**src/sv/onewire_temp_sensor_master_defines.svh**
```systemverilog
// Assertion helpers shared by the bus master RTL.
`ifndef ONEWIRE_TEMP_SENSOR_MASTER_DEFINES_SVH
`define ONEWIRE_TEMP_SENSOR_MASTER_DEFINES_SVH

// Same-cycle implication, checked on every rising clock edge outside reset.
`define OWTS_ASSERT_SAME(label, ante, cons, msg) \
   label: assert property (@(posedge clock) disable iff (reset) (ante) |-> (cons)) \
      else $error(msg);

// Next-cycle implication, checked on every rising clock edge outside reset.
`define OWTS_ASSERT_NEXT(label, ante, cons, msg) \
   label: assert property (@(posedge clock) disable iff (reset) (ante) |=> (cons)) \
      else $error(msg);

`endif

```
**src/sv/owts_pkg.sv**
```systemverilog
`timescale 1ns / 1ps
package owts_pkg;

   localparam int NUM_LINES = 3;
   localparam int CNT_W     = 10;
   localparam int PROG_LEN  = 10;

   // Start codes carried in the mode field
   localparam logic [2:0] MODE_TICK  = 3'd0;
   localparam logic [2:0] MODE_TEMP  = 3'd1;
   localparam logic [2:0] MODE_RESET = 3'd2;
   localparam logic [2:0] MODE_WRITE = 3'd3;
   localparam logic [2:0] MODE_READ  = 3'd4;

   // Timing register indexes
   localparam logic [2:0] CSR_RESET_LOW     = 3'd0;
   localparam logic [2:0] CSR_PRESENCE_WAIT = 3'd1;
   localparam logic [2:0] CSR_RESET_RECOV   = 3'd2;
   localparam logic [2:0] CSR_SLOT_LOW      = 3'd3;
   localparam logic [2:0] CSR_WRITE_SLOT    = 3'd4;
   localparam logic [2:0] CSR_READ_SAMPLE   = 3'd5;
   localparam logic [2:0] CSR_READ_TAIL     = 3'd6;

   localparam logic [7:0] CMD_SKIP_ROM  = 8'hCC;
   localparam logic [7:0] CMD_CONVERT   = 8'h44;
   localparam logic [7:0] CMD_READ_PAD  = 8'hBE;
   localparam logic [13:0] FRAC_SCALE   = 14'd625;

   typedef enum logic [8:0] {
      PH_IDLE     = 9'b0_0000_0001,
      PH_RST_LOW  = 9'b0_0000_0010,
      PH_RST_WAIT = 9'b0_0000_0100,
      PH_RST_REC  = 9'b0_0000_1000,
      PH_WSLOT    = 9'b0_0001_0000,
      PH_WHOLD    = 9'b0_0010_0000,
      PH_RSLOT    = 9'b0_0100_0000,
      PH_RSAMPLE  = 9'b0_1000_0000,
      PH_RTAIL    = 9'b1_0000_0000
   } phase_type;

   typedef enum logic [1:0] {
      PR_RST  = 2'd0,
      PR_WR   = 2'd1,
      PR_RD   = 2'd2,
      PR_POLL = 2'd3
   } prim_type;

   typedef struct packed {
      logic [2:0] mode;
      logic [1:0] device_number;
      logic [7:0] data_byte;
      logic       line_level;
   } req_type;

   typedef struct packed {
      logic              drive_low;
      logic [1:0]        line_select;
      logic              busy_res;
      logic              done_res;
      logic              presence_missing;
      logic [7:0]        read_data;
      logic signed [7:0] temp_integer;
      logic [13:0]       temp_fraction;
   } rsp_type;

   // Primitive sequence of the temperature read
   function automatic prim_type prog_kind(input logic [3:0] step);
      prim_type kind;
      begin
         case (step)
            4'd0:    kind = PR_RST;
            4'd1:    kind = PR_WR;
            4'd2:    kind = PR_WR;
            4'd3:    kind = PR_POLL;
            4'd4:    kind = PR_RST;
            4'd5:    kind = PR_WR;
            4'd6:    kind = PR_WR;
            4'd7:    kind = PR_RD;
            4'd8:    kind = PR_RD;
            default: kind = PR_RST;
         endcase
         return kind;
      end
   endfunction

   function automatic logic [7:0] prog_byte(input logic [3:0] step);
      logic [7:0] b;
      begin
         case (step)
            4'd1:    b = CMD_SKIP_ROM;
            4'd2:    b = CMD_CONVERT;
            4'd5:    b = CMD_SKIP_ROM;
            4'd6:    b = CMD_READ_PAD;
            default: b = 8'h00;
         endcase
         return b;
      end
   endfunction

   // Primitive that the current operation runs at this step
   function automatic prim_type cur_prim(input logic [2:0] op, input logic [3:0] step);
      prim_type p;
      begin
         case (op)
            MODE_TEMP:  p = prog_kind(step);
            MODE_WRITE: p = PR_WR;
            MODE_READ:  p = PR_RD;
            default:    p = PR_RST;
         endcase
         return p;
      end
   endfunction

endpackage

```
**src/sv/onewire_temp_sensor_master.sv**
```systemverilog
`timescale 1ns / 1ps
// A response beat is registered: it leaves the output register in the cycle after its request beat.
// Throughput: 1 request beat per cycle; the only stall comes from a held response beat.
// Each request beat is one bus tick; a full temperature read spans thousands of beats.
// Reset (synchronous, active high): go idle, clear the sequencer and results, select
// line 0 and load the default bus timings. No clearing pass is needed.
`include "onewire_temp_sensor_master_defines.svh"

module onewire_temp_sensor_master (
   input  logic             clock,
   input  logic             reset,
   input  logic             req_valid,
   output logic             req_stall,
   input  owts_pkg::req_type req_data,
   output logic             rsp_valid,
   input  logic             rsp_stall,
   output owts_pkg::rsp_type rsp_data,
   input  logic             csr_wr_en,
   input  logic [2:0]       csr_index,
   input  logic [9:0]       csr_wdata
);

   // Timing registers
   logic [9:0] reset_low_ff;
   logic [7:0] presence_wait_ff;
   logic [9:0] reset_recov_ff;
   logic [3:0] slot_low_ff;
   logic [7:0] write_slot_ff;
   logic [5:0] read_sample_ff;
   logic [7:0] read_tail_ff;

   // Sequencer state
   owts_pkg::phase_type        phase_ff, phase_in;
   logic [2:0]                 op_ff, op_in;
   logic [3:0]                 step_ff, step_in;
   logic [owts_pkg::CNT_W-1:0] tick_ff, tick_in;
   logic [2:0]                 bit_ff, bit_in;
   logic [7:0]                 shift_ff, shift_in;
   logic [7:0]                 scratch_ff, scratch_in;
   logic [1:0]                 sel_ff, sel_in;
   logic                       presence_ff, presence_in;
   logic [7:0]                 last_read_ff, last_read_in;
   logic [7:0]                 held_int_ff, held_int_in;
   logic [13:0]                held_frac_ff, held_frac_in;

   // Output register
   logic              rsp_valid_ff, rsp_valid_in;
   owts_pkg::rsp_type rsp_data_ff, rsp_data_in;

   logic                     accept;
   logic [owts_pkg::CNT_W:0] len_cur;
   logic                     hit;
   logic                     start_prim;
   logic                     finish_prim;
   logic                     done;
   owts_pkg::prim_type       next_prim;

   // Take a new tick whenever the output register is free or drains this cycle.
   assign req_stall = rsp_valid_ff & rsp_stall;
   assign accept    = req_valid & ~req_stall;
   assign rsp_valid = rsp_valid_ff;
   assign rsp_data  = rsp_data_ff;

   // Length of the running phase; a zero register still lasts one tick.
   always_comb begin
      case (phase_ff)
         owts_pkg::PH_RST_LOW:  len_cur = (owts_pkg::CNT_W+1)'(reset_low_ff);
         owts_pkg::PH_RST_WAIT: len_cur = (owts_pkg::CNT_W+1)'(presence_wait_ff);
         owts_pkg::PH_RST_REC:  len_cur = (owts_pkg::CNT_W+1)'(reset_recov_ff);
         owts_pkg::PH_WSLOT:    len_cur = (owts_pkg::CNT_W+1)'(slot_low_ff);
         owts_pkg::PH_WHOLD:    len_cur = (owts_pkg::CNT_W+1)'(write_slot_ff);
         owts_pkg::PH_RSLOT:    len_cur = (owts_pkg::CNT_W+1)'(slot_low_ff);
         owts_pkg::PH_RSAMPLE:  len_cur = (owts_pkg::CNT_W+1)'(read_sample_ff);
         owts_pkg::PH_RTAIL:    len_cur = (owts_pkg::CNT_W+1)'(read_tail_ff);
         default:               len_cur = '0;
      endcase
   end

   assign hit = ((owts_pkg::CNT_W+1)'(tick_ff) + 1'b1) >= len_cur;

   // One tick of the bus sequencer.
   always_comb begin
      phase_in     = phase_ff;
      op_in        = op_ff;
      step_in      = step_ff;
      tick_in      = tick_ff;
      bit_in       = bit_ff;
      shift_in     = shift_ff;
      scratch_in   = scratch_ff;
      sel_in       = sel_ff;
      presence_in  = presence_ff;
      last_read_in = last_read_ff;
      held_int_in  = held_int_ff;
      held_frac_in = held_frac_ff;
      start_prim   = 1'b0;
      finish_prim  = 1'b0;
      done         = 1'b0;
      next_prim    = owts_pkg::PR_RST;

      // Advance the phase timer; wrap to zero on the last tick of the phase.
      if (phase_ff != owts_pkg::PH_IDLE) begin
         tick_in = hit ? '0 : owts_pkg::CNT_W'(tick_ff + 1'b1);
      end

      case (phase_ff)
         owts_pkg::PH_IDLE: begin
            if (req_data.mode >= owts_pkg::MODE_TEMP && req_data.mode <= owts_pkg::MODE_READ) begin
               if (req_data.device_number != 2'd0 &&
                   int'(req_data.device_number) <= owts_pkg::NUM_LINES) begin
                  sel_in = req_data.device_number - 2'd1;
               end
               op_in   = req_data.mode;
               step_in = '0;
               if (req_data.mode == owts_pkg::MODE_WRITE) begin
                  shift_in = req_data.data_byte;
               end
               start_prim = 1'b1;
            end
         end
         owts_pkg::PH_RST_LOW: begin
            if (hit) begin
               phase_in = owts_pkg::PH_RST_WAIT;
            end
         end
         owts_pkg::PH_RST_WAIT: begin
            if (hit) begin
               presence_in = req_data.line_level;
               phase_in    = owts_pkg::PH_RST_REC;
            end
         end
         owts_pkg::PH_RST_REC: begin
            if (hit) begin
               finish_prim = 1'b1;
            end
         end
         owts_pkg::PH_WSLOT: begin
            if (hit) begin
               phase_in = owts_pkg::PH_WHOLD;
            end
         end
         owts_pkg::PH_WHOLD: begin
            if (hit) begin
               shift_in = {1'b0, shift_ff[7:1]};
               if (bit_ff == 3'd7) begin
                  finish_prim = 1'b1;
               end else begin
                  bit_in   = bit_ff + 3'd1;
                  phase_in = owts_pkg::PH_WSLOT;
               end
            end
         end
         owts_pkg::PH_RSLOT: begin
            if (hit) begin
               phase_in = owts_pkg::PH_RSAMPLE;
            end
         end
         owts_pkg::PH_RSAMPLE: begin
            if (hit) begin
               shift_in = {req_data.line_level, shift_ff[7:1]};
               phase_in = owts_pkg::PH_RTAIL;
            end
         end
         owts_pkg::PH_RTAIL: begin
            if (hit) begin
               // The conversion poll repeats single slots until a 1 comes back.
               if (owts_pkg::cur_prim(op_ff, step_ff) == owts_pkg::PR_POLL) begin
                  if (shift_ff[7]) begin
                     finish_prim = 1'b1;
                  end else begin
                     phase_in = owts_pkg::PH_RSLOT;
                  end
               end else if (bit_ff == 3'd7) begin
                  finish_prim = 1'b1;
               end else begin
                  bit_in   = bit_ff + 3'd1;
                  phase_in = owts_pkg::PH_RSLOT;
               end
            end
         end
         default: begin
            phase_in = owts_pkg::PH_IDLE;
         end
      endcase

      // Close the current primitive: finish the operation or step the program.
      if (finish_prim) begin
         if (op_ff != owts_pkg::MODE_TEMP) begin
            if (op_ff == owts_pkg::MODE_READ) begin
               last_read_in = shift_in;
            end
            phase_in = owts_pkg::PH_IDLE;
            done     = 1'b1;
         end else begin
            if (step_ff == 4'd7) begin
               scratch_in = shift_in;
            end
            if (int'(step_ff) >= owts_pkg::PROG_LEN - 1) begin
               // MSB low nibble and LSB high nibble form the signed whole degrees.
               held_int_in  = {shift_ff[3:0], scratch_ff[7:4]};
               held_frac_in = owts_pkg::FRAC_SCALE * {10'd0, scratch_ff[3:0]};
               phase_in     = owts_pkg::PH_IDLE;
               step_in      = '0;
               done         = 1'b1;
            end else begin
               step_in    = step_ff + 4'd1;
               start_prim = 1'b1;
            end
         end
      end

      // Open the next primitive at the first phase of its kind.
      if (start_prim) begin
         tick_in   = '0;
         bit_in    = '0;
         next_prim = owts_pkg::cur_prim(op_in, step_in);
         case (next_prim)
            owts_pkg::PR_RST: begin
               phase_in = owts_pkg::PH_RST_LOW;
            end
            owts_pkg::PR_WR: begin
               if (op_in == owts_pkg::MODE_TEMP && int'(step_in) < owts_pkg::PROG_LEN) begin
                  shift_in = owts_pkg::prog_byte(step_in);
               end
               phase_in = owts_pkg::PH_WSLOT;
            end
            default: begin
               phase_in = owts_pkg::PH_RSLOT;
            end
         endcase
      end
   end

   // Response beat describes the bus after this tick.
   always_comb begin
      rsp_data_in.drive_low = (phase_in == owts_pkg::PH_RST_LOW) ||
                              (phase_in == owts_pkg::PH_WSLOT) ||
                              (phase_in == owts_pkg::PH_RSLOT) ||
                              (phase_in == owts_pkg::PH_WHOLD && !shift_in[0]);
      rsp_data_in.line_select      = sel_in;
      rsp_data_in.busy_res         = (phase_in != owts_pkg::PH_IDLE);
      rsp_data_in.done_res         = done;
      rsp_data_in.presence_missing = presence_in;
      rsp_data_in.read_data        = last_read_in;
      rsp_data_in.temp_integer     = held_int_in;
      rsp_data_in.temp_fraction    = held_frac_in;
   end

   always_comb begin
      if (accept) begin
         rsp_valid_in = 1'b1;
      end else if (!rsp_stall) begin
         rsp_valid_in = 1'b0;
      end else begin
         rsp_valid_in = rsp_valid_ff;
      end
   end

   // Timing registers: take a write at any time, mask to the register width.
   always_ff @(posedge clock) begin
      if (reset) begin
         reset_low_ff     <= 10'd480;
         presence_wait_ff <= 8'd60;
         reset_recov_ff   <= 10'd420;
         slot_low_ff      <= 4'd1;
         write_slot_ff    <= 8'd60;
         read_sample_ff   <= 6'd14;
         read_tail_ff     <= 8'd45;
      end else if (csr_wr_en) begin
         case (csr_index)
            owts_pkg::CSR_RESET_LOW:     reset_low_ff     <= csr_wdata;
            owts_pkg::CSR_PRESENCE_WAIT: presence_wait_ff <= csr_wdata[7:0];
            owts_pkg::CSR_RESET_RECOV:   reset_recov_ff   <= csr_wdata;
            owts_pkg::CSR_SLOT_LOW:      slot_low_ff      <= csr_wdata[3:0];
            owts_pkg::CSR_WRITE_SLOT:    write_slot_ff    <= csr_wdata[7:0];
            owts_pkg::CSR_READ_SAMPLE:   read_sample_ff   <= csr_wdata[5:0];
            owts_pkg::CSR_READ_TAIL:     read_tail_ff     <= csr_wdata[7:0];
            default: ;
         endcase
      end
   end

   // Sequencer: advance only on an accepted tick beat.
   always_ff @(posedge clock) begin
      if (reset) begin
         phase_ff     <= owts_pkg::PH_IDLE;
         op_ff        <= owts_pkg::MODE_TICK;
         step_ff      <= '0;
         tick_ff      <= '0;
         bit_ff       <= '0;
         shift_ff     <= '0;
         scratch_ff   <= '0;
         sel_ff       <= '0;
         presence_ff  <= 1'b0;
         last_read_ff <= '0;
         held_int_ff  <= '0;
         held_frac_ff <= '0;
      end else if (accept) begin
         phase_ff     <= phase_in;
         op_ff        <= op_in;
         step_ff      <= step_in;
         tick_ff      <= tick_in;
         bit_ff       <= bit_in;
         shift_ff     <= shift_in;
         scratch_ff   <= scratch_in;
         sel_ff       <= sel_in;
         presence_ff  <= presence_in;
         last_read_ff <= last_read_in;
         held_int_ff  <= held_int_in;
         held_frac_ff <= held_frac_in;
      end
   end

   always_ff @(posedge clock) begin
      if (reset) begin
         rsp_valid_ff <= 1'b0;
      end else begin
         rsp_valid_ff <= rsp_valid_in;
      end
   end

   // Hold the response payload while stalled; load it on every accepted beat.
   always_ff @(posedge clock) begin
      if (accept) begin
         rsp_data_ff <= rsp_data_in;
      end
   end

   `OWTS_ASSERT_SAME(a_done_not_busy, rsp_valid_ff && rsp_data_ff.done_res,
      !rsp_data_ff.busy_res, "done beat reports busy")
   `OWTS_ASSERT_SAME(a_busy_tracks_phase, rsp_valid_ff,
      rsp_data_ff.busy_res == (phase_ff != owts_pkg::PH_IDLE), "busy disagrees with phase")
   `OWTS_ASSERT_SAME(a_drive_needs_busy, rsp_valid_ff && rsp_data_ff.drive_low,
      rsp_data_ff.busy_res, "line driven low while idle")
   `OWTS_ASSERT_NEXT(a_start_leaves_idle,
      accept && phase_ff == owts_pkg::PH_IDLE && req_data.mode >= owts_pkg::MODE_TEMP &&
      req_data.mode <= owts_pkg::MODE_READ,
      phase_ff != owts_pkg::PH_IDLE, "start request did not leave idle")
   `OWTS_ASSERT_SAME(a_idle_timer_clear, phase_ff == owts_pkg::PH_IDLE,
      tick_ff == '0, "phase timer running while idle")

endmodule
```
**config.mk**
```make
export PLATFORM = sky130hd
export DESIGN_NAME = onewire_temp_sensor_master
export DESIGN_NICKNAME = d
export VERILOG_FILES = /design/src/sv/owts_pkg.sv /design/src/sv/onewire_temp_sensor_master.sv
export VERILOG_INCLUDE_DIRS = /design/src /design/src/sv
export SDC_FILE = /design/constraint.sdc
export NUM_CORES = 1
export LEC_CHECK = 0
export ABC_AREA = 1
export BUFFER_PORTS_ARGS = -buffer_cell sky130_fd_sc_hd__buf_2
export CELL_PAD_IN_SITES_DETAIL_PLACEMENT = 0
export CELL_PAD_IN_SITES_GLOBAL_PLACEMENT = 2
export CORE_MARGIN = 3
export CORE_UTILIZATION = 36
export CTS_CLUSTER_SIZE = 25
export DETAILED_ROUTE_END_ITERATION = 12
export GPL_TIMING_DRIVEN = 0
export MAX_ROUTING_LAYER = met4
export PLACE_DENSITY = 0.78
export SKIP_CTS_REPAIR_TIMING = 1
export SLEW_MARGIN = 20
export SYNTH_ARGS = -nofsm -noshare
export SYNTH_HDL_FRONTEND = slang
export SYNTH_SLANG_ARGS = --single-unit
```
**constraint.sdc**
```tcl
create_clock -name clock -period 5.3 [get_ports clock]
set_clock_uncertainty 0.2 [all_clocks]
set_input_delay 0.265 -clock clock [delete_from_list [all_inputs] [get_ports clock]]
set_output_delay 0.265 -clock clock [all_outputs]
set_load 0.1 [all_outputs]
```
==> reports/metrics.cfg, run 1 <==
[logic_synthesis]
synth-edff-count = 36
syn-cell-area_um2 = 9080
synth_nets = 1242
ys_ff_latch = 171
synth_cell_types = 62
ys_warn_count = 0
synth-main-ff-cell = dfxtp_1
avgSynthCellArea_um2 = 7.77
synth_cells = 1169
seq_area_frac_synth_pct = 41.7
async_flop_share_pct = 0

[drt]
drt-initial-drc-count = 510
via_per_inst = 4.95
drt_wl_total_mm = 27.0
num_vias = 7962
wire_per_inst_um = 16.8
ant_nets = 0
dr.pass1.iters = 6
route.detailed.drc = 0

[final_layout]
final_cell_area_um2 = 10600
syn2layout_area_growth_pct = 17.1
drive_above_1_share_pct = 16.1
layout.nets = 1345
fin_util_pct = 43.3
antenna_cells = 0

[floorplanning]
core_um2 = 24500
dieArea_um2 = 27200
die_h_um = 165
die_w_um = 165
ioPinCount = 70
fp-row-count = 57
start_util_pct = 37.0

[setup_path]
r2r_end = rsp_data[35]$_DFFE_PP_
path_class = flop to flop
reg2regPathDepth = 36
slowest_delay_ns = 0.40
required_ns = 5.30
start_kind = flop
timing.rr.start = phase_ff[7]$_SDFFE_PP0P_
path_max_fanout = 6
crit_arrival_ns = 4.91
r2r_slack_ns = 0.39
cpMostUsedCell = nand2_1
end_kind = flop
cp_slowest_cell = dfxtp_2

[min_path]
hold_class = input port to flop
hold_end = read_sample_ff[1]$_SDFFE_PP1P_
worstHoldStart = csr_wdata[1]
hold_depth = 3

[placed_design]
place_area_um2 = 9830
globalplace.congestion = 0.853
dp_hpwl_mm = 20.0
port-buffer-count = 68

[global_route]
antenna_found_initial = 0
overflow = 0
grt_max_degree = 46
grt.total_usage_pct = 21.0
grt_pass1_vias = 7533
grt_pass1_wl_mm = 42.4

[sta]
fmaxAchievable_mhz = 204
min_period_ns = 4.91
fin_crit_sh_pct = 92.7
slew_headroom_pct = 43.0
finalHoldViolCount = 8
final_max_slew_viol_count = 0
holdWs_ns = -0.0294
tightest_slew_ns = 0.852
setup_viol = 0
fin_tns_setup_ns = 0

[power_and_ir_drop]
power_density_nw_per_um2 = 313
p_leak_nw = 4.97
ir_drop_mv = 0.155

[outcome]
status = complete, but fails checks
violations = hold timing

[cts]
cts_root_buf = clkbuf_16
cts_tree = done
cts.sinks = 171
path_clk_slew_ns = 0.07
clk_path_buf_depth = 2
insertion_delay_ns = 0.43
cts-buffers-inserted = 17
htreeDepth = 4

[job]
drv_cap = 0

final cells by class:
class | instances | area, µm²
fill | 2584 | 13900
multi-input combinational | 765 | 4480
sequential | 171 | 3790
inverter | 196 | 742
timing repair buffer | 84 | 488
clock buffer | 21 | 472
tap | 324 | 405
buffer | 37 | 158
clock inverter | 11 | 83.8
logic make-up after synthesis:
kind of cell | after synthesis | synth area share (%)
simple gates | 419 | 22.0
flops | 171 | 41.7
fa+ha+maj | 41 | 5.90
xor+xnor | 14 | 1.43
mux | 7 | 0.868
compound gates | 284 | 18.3
buf+inv | 233 | 9.83
worst max-delay path, delay by kind of cell (launching register included):
family                     cells  cell delay [ns]
buffers and inverters          6             0.53
and+or+nand+nor               23             2.08
DFF                            1             0.40
AOI/OAI and AO/OA              5             0.92
adders and majority gates      2             0.52
power breakdown:
part           leakage, nW  total (W)  internal [W]  switching [W]
clock                0.270    0.00120      0.000646       0.000555
sequential            1.47    0.00145       0.00141      0.0000410
combinational         3.24   0.000676      0.000165       0.000511
stage by stage:
stage / worst slack [ns] / total power, W / cells
final: 0.390 / 0.00333 / 1609
after global routing: -0.0196 / 0.00349 / 1609
after CTS: -0.434 / 0.00334 / 1593
after detailed placement: -0.424 / 0.00213 / 1561
after global placement: -0.462 / 0.00213 / 1561
after floorplan: 0.956 / 0.00196 / 1169
registers in the layout, indices dropped and copies added, names as in the netlist, 4 cells and up, named ones only:
name / cells
read_sample_ff: 6
held_frac_ff: 14
presence_wait_ff: 8
step_ff: 4
rsp_data: 36
tick_ff: 10
last_read_ff: 8
reset_low_ff: 10
reset_recov_ff: 10
phase_ff: 9
scratch_ff: 8
write_slot_ff: 8
held_int_ff: 8
read_tail_ff: 8
shift_ff: 8
slot_low_ff: 4
cell usage after synthesis, drive strengths merged (8+ instances only):
library cell	count	area [µm²]
a21oi	84	447
nand2	178	737
xor2	9	86.3
a221oi	8	76.3
o21ai	141	721
clkbuf	28	105
inv	192	723
nor3	11	66.3
nand3	71	410
nand4	14	103
ha	38	475
o211ai	9	67.6
dfxtp	135	2700
buf	9	48.8
a22oi	9	67.6
nor2	131	552
edfxtp	36	1080
layer usage:
layer	vias to the layer above	wire length, µm	part of all wire (%)	global-route usage [%]
met2	137	12800	48	34.5
met3	14	949	3.5	2.78
met4	0	191	0.71	3.93
li1	4091	-	-	-
met1	3720	13000	48	28.1
met5	-	0	0	-
worst max-delay path by stage:
stage / start / end / slack [ns] / depth (start not counted)
2_1_floorplan: phase_ff[6]$_SDFFE_PP0P_ / rsp_data[35]$_DFFE_PP_ / 0.96 / 34
3_3_place_gp: phase_ff[3]$_SDFFE_PP0P_ / rsp_data[35]$_DFFE_PP_ / -0.46 / 31
3_5_place_dp: phase_ff[3]$_SDFFE_PP0P_ / rsp_data[35]$_DFFE_PP_ / -0.42 / 31
4_1_cts: phase_ff[3]$_SDFFE_PP0P_ / rsp_data[35]$_DFFE_PP_ / -0.43 / 31
5_1_grt: phase_ff[4]$_SDFFE_PP0P_ / rsp_data[35]$_DFFE_PP_ / -0.02 / 36
6_report: phase_ff[7]$_SDFFE_PP0P_ / rsp_data[35]$_DFFE_PP_ / 0.39 / 36
cell usage in the layout (no fill, tap or decap), drive strengths merged, types with 3 or more instances in the layout:
master and instances:
ha 38, clkinvlp 3, xor2 9, dlygate4sd3 11
o211ai 9, a21oi 84, nand3b 3, a221oi 8
dfxtp 135, nand2 178, nand4 14, clkbuf 49
nor4 4, inv 195, a211oi 4, a22o 6
buf 82, a32o 6, clkinv 9, or2 5
mux2 7, nor2 131, xnor2 5, fa 3
nand3 71, edfxtp 36, a22oi 9, nor3 11
o21ai 141, o21bai 4
Power figures use the tool's default switching activity.
==> run 2, diff against run 1 <==
RECOVER_POWER = 50   (was default)
==> reports/metrics.cfg, run 2 (synthesis results as in run 1) <==
[outcome]
status = complete, but fails checks
violations = hold timing

[floorplanning]
fp-row-count = 57  ; unchanged
ioPinCount = 70  ; unchanged
start_util_pct = 37.0  ; unchanged
dieArea_um2 = 27200  ; unchanged
core_um2 = 24500  ; unchanged
die_w_um = 165  ; unchanged
die_h_um = 165  ; unchanged

[drt]
wire_per_inst_um = 16.8  ; about the same
drt-initial-drc-count = 467  ; -8.4%
dr_wl_met3_um = 981  ; +3.4%
wirelength_met1_mm = 13.0  ; -0.20%
ant_nets = 0  ; unchanged
top_layer_used = met4
drt_wl_total_mm = 27.0  ; about the same
wl_met2_mm = 12.8  ; about the same
dr.pass1.iters = 5  ; -1
route.detailed.drc = 0  ; unchanged
num_vias = 7965  ; +0.038%
via_per_inst = 4.95  ; about the same

[setup_path]
path_max_fanout = 6  ; unchanged
cpMostUsedCell = nand2_1
start_kind = flop
end_kind = flop
path_class = flop to flop
crit_arrival_ns = 4.91  ; about the same
required_ns = 5.29  ; about the same
slowest_delay_ns = 0.40  ; about the same
cp_slowest_cell = dfxtp_2

[cts]
clk_path_buf_depth = 2  ; unchanged
cts_tree = done
htreeDepth = 4  ; unchanged
cts-buffers-inserted = 17  ; unchanged
cts.sinks = 171  ; unchanged
insertion_delay_ns = 0.43  ; about the same
path_clk_slew_ns = 0.07  ; about the same
cts_root_buf = clkbuf_16

[global_route]
grt_pass1_vias = 7533  ; unchanged
grt_max_degree = 46  ; unchanged
overflow = 0  ; unchanged
grt_pass1_wl_mm = 42.4  ; unchanged
antenna_found_initial = 0  ; unchanged
grt.total_usage_pct = 21.0  ; unchanged

[sta]
slew_headroom_pct = 17.0  ; -26 points
finalHoldViolCount = 8  ; unchanged
fmaxAchievable_mhz = 203  ; about the same
holdWs_ns = -0.0215  ; +0.00781 ns
setup_viol = 0  ; unchanged
min_period_ns = 4.91  ; +0.00414 ns
final_max_slew_viol_count = 0  ; unchanged
fin_crit_sh_pct = 92.7  ; about the same
tightest_slew_ns = 1.24  ; +0.392 ns

[final_layout]
fill_cells = 2613  ; +1.1%
drive_above_1_share_pct = 13.0  ; -3.1 points
antenna_cells = 0  ; unchanged
final_cell_area_um2 = 10600  ; -0.48%
syn2layout_area_growth_pct = 16.5
final_common_cell = inv_1
layout.nets = 1345  ; unchanged
final_cell_mix = inv_1, nand2_1, dfxtp_1
largest_reg_flops = 36  ; unchanged
fin_util_pct = 43.1  ; -0.21 points

[placed_design]
port-buffer-count = 68  ; unchanged
dp_hpwl_mm = 20.0  ; unchanged
globalplace.congestion = 0.853  ; unchanged
place_area_um2 = 9830  ; unchanged

[power_and_ir_drop]
power_density_nw_per_um2 = 314  ; +0.35%
seqPwrFrac_pct = 43.7  ; about the same
pwr-share-comb_pct = 20.1  ; -0.2 points
switching_share_pct = 33.4  ; +0.085 points
power_switching_w = 0.00111  ; +0.12%
p_int_w = 0.00221  ; -0.26%
p_leak_nw = 4.85  ; -2.4%
p_clk_share_pct = 36.2  ; about the same
ir_drop_mv = 0.153  ; -1.4%

[min_path]
hold_class = input port to flop

[job]
drv_cap = 0  ; unchanged

[run 2: cell count changes in the layout (fill, tap and decap cells not counted), sizes merged]
| cell | before | now |
|---|---|---|
| clkbuf | 49 | 89 |
| buf | 82 | 42 |
[run 2: layout make-up]
type,instances,area [µm²],area share (%)
multi-input cells,765,4480,42.4
flip-flops and latches,171,3790,35.9
inverters,196,742,7.02
clock buffers,21,472,4.46
repair buffers,84,439,4.15
well taps,324,405,3.83
plain buffers,37,155,1.47
clock inverters,11,83.8,0.793
[run 2: critical path: cells and delay by family (launching register included)]
family | cells | cell delay [ns]
and+or+nand+nor | 23 | 2.08
AOI/OAI and AO/OA | 5 | 0.92
buffers and inverters | 6 | 0.53
adders and majority gates | 2 | 0.52
DFF | 1 | 0.40
[run 2: final timing paths]
check	from	to	slack [ns]	cells past startpoint
setup / recovery	phase_ff[7]$_SDFFE_PP0P_	rsp_data[35]$_DFFE_PP_	0.39	36
hold / removal	csr_wdata[1]	read_sample_ff[1]$_SDFFE_PP1P_	-0.02	3
setup reg to reg	phase_ff[7]$_SDFFE_PP0P_	rsp_data[35]$_DFFE_PP_	0.39	36
hold reg to reg	reset_low_ff[8]$_SDFFE_PP1P_	reset_low_ff[8]$_SDFFE_PP1P_	0.26	2
[run 2: metrics by stage]
| step | TNS [ns] | power [W] | instances | setup WS (ns) |
|---|---|---|---|---|
| final | 0 | 0.00332 | 1609 | 0.385 |
| after global routing | -0.0342 | 0.00348 | 1609 | -0.0196 |
| after CTS | -3.41 | 0.00334 | 1593 | -0.434 |
| after detailed placement | -3.25 | 0.00213 | 1561 | -0.424 |
| after global placement | -3.86 | 0.00213 | 1561 | -0.462 |
| after floorplan | 0 | 0.00196 | 1169 | 0.956 |
[run 2: power by group through the flow]
stage | clock network [W] | logic [W] | registers, W
6_report | 0.00120 | 0.000669 | 0.00145
5_1_grt | 0.00129 | 0.000737 | 0.00146
4_1_cts | 0.00123 | 0.000659 | 0.00145
3_5_place_dp | 0 | 0.000656 | 0.00148
3_3_place_gp | 0 | 0.000657 | 0.00148
2_1_floorplan | 0 | 0.000327 | 0.00163
[run 2: metal layers]
layer,global-route usage (%),vias to the layer above
li1,-,4092
met2,34.5,144
met4,3.93,0
met1,28.1,3714
met5,-,-
met3,2.78,15
